==> src/design/vfc_pkg.sv <==
`timescale 1ns / 1ps
// ----------------------------------------------------------------------------
// vfc_pkg: shared types and constants of the voxel face culling unit
// Command and direction codes, the input item and face records, the
// sequencer states and the register map.
// ----------------------------------------------------------------------------
package vfc_pkg;

	localparam int COORD_W    = 5;
	localparam int KIND_W     = 8;
	localparam int DIR_W      = 3;
	localparam int FACE_COUNT = 6;
	localparam int STEP_W     = 3;

	localparam int APB_ADDR_W = 3;
	localparam int APB_DATA_W = 32;

	// command codes
	localparam logic CMD_WRITE = 1'b0;
	localparam logic CMD_QUERY = 1'b1;

	// face direction codes, in emission order
	localparam logic [DIR_W-1:0] DIR_PX = 3'd0;
	localparam logic [DIR_W-1:0] DIR_PY = 3'd1;
	localparam logic [DIR_W-1:0] DIR_NX = 3'd2;
	localparam logic [DIR_W-1:0] DIR_NY = 3'd3;
	localparam logic [DIR_W-1:0] DIR_PZ = 3'd4;
	localparam logic [DIR_W-1:0] DIR_NZ = 3'd5;

	// lookup steps: the centre cell, then one step per direction
	localparam logic [STEP_W-1:0] STEP_CENTRE = 3'd0;
	localparam logic [STEP_W-1:0] STEP_LAST   = 3'd6;

	// register index is paddr[2]
	localparam logic REG_AIR_CODE = 1'b0;

	typedef enum logic [1:0] {
		ST_IDLE,
		ST_READ,
		ST_WAIT,
		ST_EMIT
	} vfc_state_t;

	typedef struct packed {
		logic               cmd;
		logic [COORD_W-1:0] x;
		logic [COORD_W-1:0] y;
		logic [COORD_W-1:0] z;
		logic [KIND_W-1:0]  kind;
	} vfc_item_t;

	typedef struct packed {
		logic [COORD_W-1:0] x;
		logic [COORD_W-1:0] y;
		logic [COORD_W-1:0] z;
		logic [DIR_W-1:0]   dir;
		logic               last;
	} vfc_face_t;

endpackage

==> src/design/vfc_seq.sv <==
`timescale 1ns / 1ps
// ----------------------------------------------------------------------------
// vfc_seq: query sequencer and face output register
// Writes cells straight into the store, walks a query through the centre
// cell and its six neighbours, then emits the exposed faces one a cycle while the output is not held.
// ----------------------------------------------------------------------------
module vfc_seq
	import vfc_pkg::*;
#(
	parameter int GRID_SIZE = 32,
	parameter int AW        = 15
) (
	input  logic              clk,
	input  logic              arst_n,
	input  logic              in_valid,
	output logic              in_ready,
	input  vfc_item_t         in_item,
	input  logic [KIND_W-1:0] air_code,
	output logic              mem_we,
	output logic [AW-1:0]     mem_addr,
	output logic [KIND_W-1:0] mem_wdata,
	input  logic [KIND_W-1:0] mem_rdata,
	output logic              out_valid,
	input  logic              out_ready,
	output vfc_face_t         out_face
);

	localparam int CW = AW / 3;
	localparam logic [6:0] GRID_LIM = 7'(GRID_SIZE);

	vfc_state_t state_q, state_d;

	logic [COORD_W-1:0]    cx_q, cy_q, cz_q;
	logic [STEP_W-1:0]     step_q;
	logic [STEP_W-1:0]     step_s1;
	logic                  rd_vld_s1;
	logic                  ingrid_s1;
	logic                  solid_q;
	logic [FACE_COUNT-1:0] exposed_q;
	logic                  out_valid_q;
	vfc_face_t             out_face_q;

	logic                  accept;
	logic                  in_ok;
	logic [6:0]            ix, iy, iz;
	logic [6:0]            nx, ny, nz;
	logic                  nb_in;
	logic [DIR_W-1:0]      dir_cur;
	logic [FACE_COUNT-1:0] pend;
	logic [DIR_W-1:0]      pick;
	logic [FACE_COUNT-1:0] pick_oh;
	logic [FACE_COUNT-1:0] rest;
	logic                  slot_free;
	logic                  load;

	// widen the item coordinates so any grid size can slice its address bits
	assign ix = {2'b00, in_item.x};
	assign iy = {2'b00, in_item.y};
	assign iz = {2'b00, in_item.z};

	assign accept = in_valid && in_ready;
	assign in_ok  = (ix < GRID_LIM) && (iy < GRID_LIM) && (iz < GRID_LIM);

	// neighbour coordinates for the current lookup step; -1 wraps far out of range
	assign dir_cur = step_q - 3'd1;
	always_comb begin
		nx = {2'b00, cx_q};
		ny = {2'b00, cy_q};
		nz = {2'b00, cz_q};
		if (step_q != STEP_CENTRE) begin
			case (dir_cur)
				DIR_PX:  nx = nx + 7'd1;
				DIR_PY:  ny = ny + 7'd1;
				DIR_NX:  nx = nx - 7'd1;
				DIR_NY:  ny = ny - 7'd1;
				DIR_PZ:  nz = nz + 7'd1;
				DIR_NZ:  nz = nz - 7'd1;
				default: nx = {2'b00, cx_q};
			endcase
		end
	end
	assign nb_in = (nx < GRID_LIM) && (ny < GRID_LIM) && (nz < GRID_LIM);

	// lowest pending face goes first
	assign pend = exposed_q & {FACE_COUNT{solid_q}};
	always_comb begin
		pick = DIR_PX;
		for (int i = FACE_COUNT - 1; i >= 0; i--) begin
			if (pend[i]) begin
				pick = DIR_W'(i);
			end
		end
	end
	assign pick_oh   = FACE_COUNT'(1) << pick;
	assign rest      = pend & ~pick_oh;
	assign slot_free = !out_valid_q || out_ready;

	// next state
	always_comb begin
		state_d = state_q;
		case (state_q)
			ST_IDLE: begin
				if (accept && in_ok && in_item.cmd == CMD_QUERY) begin
					state_d = ST_READ;
				end
			end
			ST_READ: begin
				if (step_q == STEP_LAST) begin
					state_d = ST_WAIT;
				end
			end
			ST_WAIT: begin
				state_d = ST_EMIT;
			end
			ST_EMIT: begin
				if (pend == '0) begin
					state_d = ST_IDLE;
				end else if (load && rest == '0) begin
					state_d = ST_IDLE;
				end
			end
			default: state_d = ST_IDLE;
		endcase
	end

	// outputs
	always_comb begin
		in_ready  = 1'b0;
		mem_we    = 1'b0;
		mem_wdata = in_item.kind;
		mem_addr  = {iz[CW-1:0], iy[CW-1:0], ix[CW-1:0]};
		load      = 1'b0;
		case (state_q)
			ST_IDLE: begin
				in_ready = 1'b1;
				mem_we   = in_valid && in_ok && in_item.cmd == CMD_WRITE;
			end
			ST_READ: begin
				mem_addr = {nz[CW-1:0], ny[CW-1:0], nx[CW-1:0]};
			end
			ST_WAIT: begin
				mem_addr = {nz[CW-1:0], ny[CW-1:0], nx[CW-1:0]};
			end
			ST_EMIT: begin
				load = (pend != '0) && slot_free;
			end
			default: in_ready = 1'b0;
		endcase
	end

	always_ff @(posedge clk or negedge arst_n) begin
		if (!arst_n) begin
			state_q   <= ST_IDLE;
			step_q    <= STEP_CENTRE;
			rd_vld_s1 <= 1'b0;
			solid_q   <= 1'b0;
			exposed_q <= '0;
		end else begin
			state_q   <= state_d;
			rd_vld_s1 <= (state_q == ST_READ);
			if (state_q == ST_READ) begin
				step_q <= step_q + 3'd1;
			end else begin
				step_q <= STEP_CENTRE;
			end
			if (accept) begin
				exposed_q <= '0;
				solid_q   <= 1'b0;
			end else if (rd_vld_s1) begin
				if (step_s1 == STEP_CENTRE) begin
					solid_q <= (mem_rdata != air_code);
				end
				for (int i = 0; i < FACE_COUNT; i++) begin
					if (step_s1 == STEP_W'(i + 1)) begin
						exposed_q[i] <= !ingrid_s1 || (mem_rdata == air_code);
					end
				end
			end else if (load) begin
				exposed_q <= exposed_q & ~pick_oh;
			end
		end
	end

	// query coordinates and the lookup pipeline tag
	always_ff @(posedge clk) begin
		if (accept) begin
			cx_q <= in_item.x;
			cy_q <= in_item.y;
			cz_q <= in_item.z;
		end
		step_s1   <= step_q;
		ingrid_s1 <= nb_in;
	end

	// output register: load when empty or being drained
	always_ff @(posedge clk or negedge arst_n) begin
		if (!arst_n) begin
			out_valid_q <= 1'b0;
		end else if (load) begin
			out_valid_q <= 1'b1;
		end else if (out_ready) begin
			out_valid_q <= 1'b0;
		end
	end

	always_ff @(posedge clk) begin
		if (load) begin
			out_face_q.x    <= cx_q;
			out_face_q.y    <= cy_q;
			out_face_q.z    <= cz_q;
			out_face_q.dir  <= pick;
			out_face_q.last <= (rest == '0);
		end
	end

	assign out_valid = out_valid_q;
	assign out_face  = out_face_q;

	a_last_ends_query: assert property (@(posedge clk) disable iff (!arst_n)
		(load && rest == '0) |=> state_q == ST_IDLE)
		else $error("query did not finish after its last face");

	a_step_range: assert property (@(posedge clk) disable iff (!arst_n)
		state_q == ST_READ |-> step_q <= STEP_LAST)
		else $error("lookup step ran past the last neighbour");

	a_dir_range: assert property (@(posedge clk) disable iff (!arst_n)
		out_valid_q |-> out_face_q.dir <= DIR_NZ)
		else $error("face direction out of range");

	a_emit_after_wait: assert property (@(posedge clk) disable iff (!arst_n)
		(state_q == ST_EMIT && $past(state_q) != ST_EMIT) |-> $past(state_q) == ST_WAIT)
		else $error("emission started before all neighbours were read");

	a_no_write_busy: assert property (@(posedge clk) disable iff (!arst_n)
		state_q != ST_IDLE |-> !mem_we && !in_ready)
		else $error("store written or item taken during a query");

endmodule

==> config.mk <==
export PLATFORM = sky130hd
export DESIGN_NAME = vfc_seq
export DESIGN_NICKNAME = d
export VERILOG_FILES = /design/src/design/vfc_pkg.sv /design/src/design/vfc_seq.sv
export SDC_FILE = /design/constraint.sdc
export NUM_CORES = 1
export LEC_CHECK = 0
export ABC_CLOCK_PERIOD_IN_PS = 5500
export BUFFER_PORTS_ARGS = -buffer_cell sky130_fd_sc_hd__clkbuf_2
export CORE_UTILIZATION = 55
export DETAILED_ROUTE_END_ITERATION = 6
export PLACE_DENSITY = 0.91
export SETUP_SLACK_MARGIN = 0.5
export SLEW_MARGIN = 0
export SYNTH_ARGS = -nofsm -noshare
export SYNTH_HDL_FRONTEND = slang
export SYNTH_SLANG_ARGS = --single-unit
==> constraint.sdc <==
create_clock -name clk -period 5.5 [get_ports clk]
set_input_delay 0.275 -clock clk [delete_from_list [all_inputs] [get_ports clk]]
set_output_delay 0.275 -clock clk [all_outputs]
set_load 0.01 [all_outputs]
==> impl_metrics.py <==
metrics = {
    "cells_and_area": {
        "utilization_pct": 63.7,
        "area_growth_pct": 11.9,
        "fin_cells": 480,
        "nets": 465,
        "final_common_cell": "clkbuf_2",
        "most-common-layout-cells": "clkbuf_2 (72), nor2_1 (40), edfxtp_1 (34), a21oi_1 (22)",
        "final_area_um2": 3750,
        "diodes": 0,
        "final_layout_size_suffix_gt1_share_pct": 23.0,
    },
    "die": {
        "initial_core_util_pct": 56.9,
        "fp.dieW_um": 80.0,
        "core-area_um2": 5890,
        "die_area_um2": 6400,
        "num_rows": 28,
        "io_pins": 89,
        "die_height_um": 80.0,
    },
    "sta": {
        "fmax_mhz": 317,
        "slew_headroom_pct": 31.7,
        "hold_slack_ns": 0.153,
        "slew_viol_final": 0,
        "layout_min_cycle_time_ns": 3.16,
        "tightest_slew_ns": 1.02,
        "fin_crit_sh_pct": 57.4,
        "finClkSkew_ns": 0.00548,
        "finalHoldViolations": 0,
        "setup_tns_ns": 0,
        "setup_viol": 0,
        "grt_setup_unrepaired": "false",
        "setup_ws_ns": 2.34,
    },
    "global_route": {
        "grtUsageTotal_pct": 24.9,
        "grt_pass1_wl_mm": 12.5,
        "grt_pass1_vias": 2808,
        "globalRouteOverflowTotal": 0,
        "antenna_found_initial": 0,
        "grt_max_degree": 32,
    },
    "power_and_ir_drop": {
        "p_leak_nw": 1.54,
        "clockPowerShare_pct": 10.7,
        "intPower_mw": 1.04,
        "vdd_drop_max_uv": 263,
        "p_per_area_nw_per_um2": 522,
        "swShare_pct": 47.0,
        "p_total_mw": 1.96,
        "p_seq_share_pct": 33.5,
        "combPwrFrac_pct": 55.8,
        "switching_power_uw": 920,
    },
    "drt": {
        "final_antenna_net_count": 0,
        "wire_per_inst_um": 15.7,
        "drt_iter0_drc": 201,
        "vias": 2956,
        "routed_wl_mm": 7.55,
        "drt_pass1_iterations": 5,
        "drc_errors": 0,
        "drt-vias-per-instance": 6.16,
    },
    "worst_hold_path": {
        "min_path_type": "in2reg",
    },
    "synthesis": {
        "postSynthCellCount": 344,
        "synth_area_um2": 3350,
        "synth_cell_type_count": 62,
        "synthArstFlopShare_pct": 26.9,
        "synth.avg_cell_area_um2": 9.73,
        "synth_seq_cells": 52,
        "synth_area_leaders": "edfxtp_1 (30%), dfrtp_1 (10%), ha_1 (6.4%)",
        "ys_seq_area_share_pct": 43.3,
        "ys_warn_count": 0,
        "yosysTopAreaCell": "edfxtp_1",
        "synth-edff-count": 34,
        "ys.flop_type": "edfxtp_1",
        "synth_top_area_share_pct": 30.5,
        "synth_nets": 405,
    },
    "setup_path": {
        "cp.required_ns": 5.22,
        "crit_path_end_kind": "output port",
        "path_max_fanout": 17,
        "start_kind": "flip-flop",
        "arrival_ns": 2.88,
        "critPathKind": "reg2out",
    },
    "cts": {
        "htree_levels": 2,
        "clkSlewWorstSetupHoldPaths_ns": 0.09,
        "cts_buffer_depth": 2,
        "numCtsBuffers": 5,
        "cts_tree": "done",
        "numClockSinks": 52,
        "clock_latency_ns": 0.30,
        "cts-root-buf": "clkbuf_8",
        "post_cts_buffers": 0,
        "cts_hold_buf": 1,
        "cts_resized": 0,
    },
    "placement": {
        "dp_hpwl_mm": 5.33,
        "portBuffers": 72,
        "dpl_worst_slack_ns": 2.67,
        "place_area_um2": 3660,
        "placedCellCount": 471,
        "place_congestion": 0.940,
    },
    "run": {
        "cap_viol_max_count": 0,
    },
    "status": {
        "status": "completed",
    },
}
==> layout make-up <==
| class | instances | area (um2) |
|---|---|---|
| Sequential cell | 52 | 1450 |
| Fill cell | 476 | 2140 |
| Multi-Input combinational cell | 253 | 1680 |
| Timing Repair Buffer | 74 | 378 |
| Tap cell | 75 | 93.8 |
| Clock buffer | 6 | 72.6 |
| Clock inverter | 2 | 7.51 |
| Inverter | 18 | 67.6 |
==> power by group through the flow <==
| stage | Clock, mW | Combinational (mW) | Sequential, mW |
|---|---|---|---|
| after floorplan | 0 | 0.787 | 0.652 |
| after global placement | 0 | 1.03 | 0.653 |
| final | 0.209 | 1.09 | 0.655 |
| after detailed placement | 0 | 1.07 | 0.659 |
| after CTS | 0.214 | 1.08 | 0.651 |
| after global routing | 0.227 | 1.20 | 0.670 |
==> cells in the mapped netlist, drive strengths merged, types with 2 or more instances <==
cell type and instances:
a21oi 22, a22oi 2, nor3 12, a311oi 4, or4 2, nor2 40, dfxtp 4, inv 18
nor3b 5, clkbuf 4, a32oi 2, dfrtp 14, xor2 5, nand2 22, edfxtp 34, nand3 22
mux2 3, nor2b 4, nand2b 4, a31oi 8, mux2i 3, o211ai 9, a21o 2, and2 3
nand4 6, o22ai 6, o21ai 9, a22o 3, ha 17, xnor2 13, a211oi 6, buf 15
a2111oi 2, and3 3, o32ai 2
==> worst paths after layout <==
check                                    start                  endpoint  slack (ns)  cells past startpoint
max                        step_q[0]$_DFF_PN0_               mem_addr[3]        2.34                      8
min                                 in_item[8]         cz_q[0]$_DFFE_PP_        0.15                      1
max reg2reg                step_q[0]$_DFF_PN0_         ingrid_s1$_DFF_P_        3.14                      7
min reg2reg                step_q[1]$_DFF_PN0_        step_s1[1]$_DFF_P_        0.49                      0
max in group asynchronous               arst_n       step_q[2]$_DFF_PN0_        4.81                      2
min in group asynchronous               arst_n  exposed_q[5]$_DFFE_PN0P_        0.41                      2
==> state kept, by name, indices dropped and copies added (netlist names) <==
signal / count
step_s1: 3
exposed_q: 6
step_q: 3
ingrid_s1: 1
solid_q: 1
cz_q: 5
state_q: 2
out_face: 19
rd_vld_s1: 1
cy_q: 5
cx_q: 5
out_valid: 1
==> critical path, cell delays in order (launching register included) <==
cell	delay (ns)
dfrtp_1	0.44
inv_1	0.13
ha_1	0.36
xnor2_2	0.61
nand2_1	0.16
o31ai_1	0.29
a2111oi_0	0.15
a311oi_1	0.25
clkbuf_2	0.18
==> cell families after synthesis <==
| family | share of synthesized area, % |
|---|---|
| AOI/OAI and AO/OA | 17.1 |
| xor gates and xnor gates | 5.49 |
| adders and majority gates | 6.35 |
| buffers and inverters | 6.58 |
| DFF | 43.3 |
| muxes | 1.91 |
| and+or+nand+nor | 19.2 |
==> metal layers <==
metal | GRT usage [%] | vias up | share of wire [%]
met5 | 0 | - | 0
met4 | 12.9 | 0 | 3.6
met3 | 4.80 | 33 | 8.1
met2 | 42.6 | 186 | 50
met1 | 29.5 | 1355 | 39
li1 | - | 1382 | -
(Power assumes the default switching activity.)
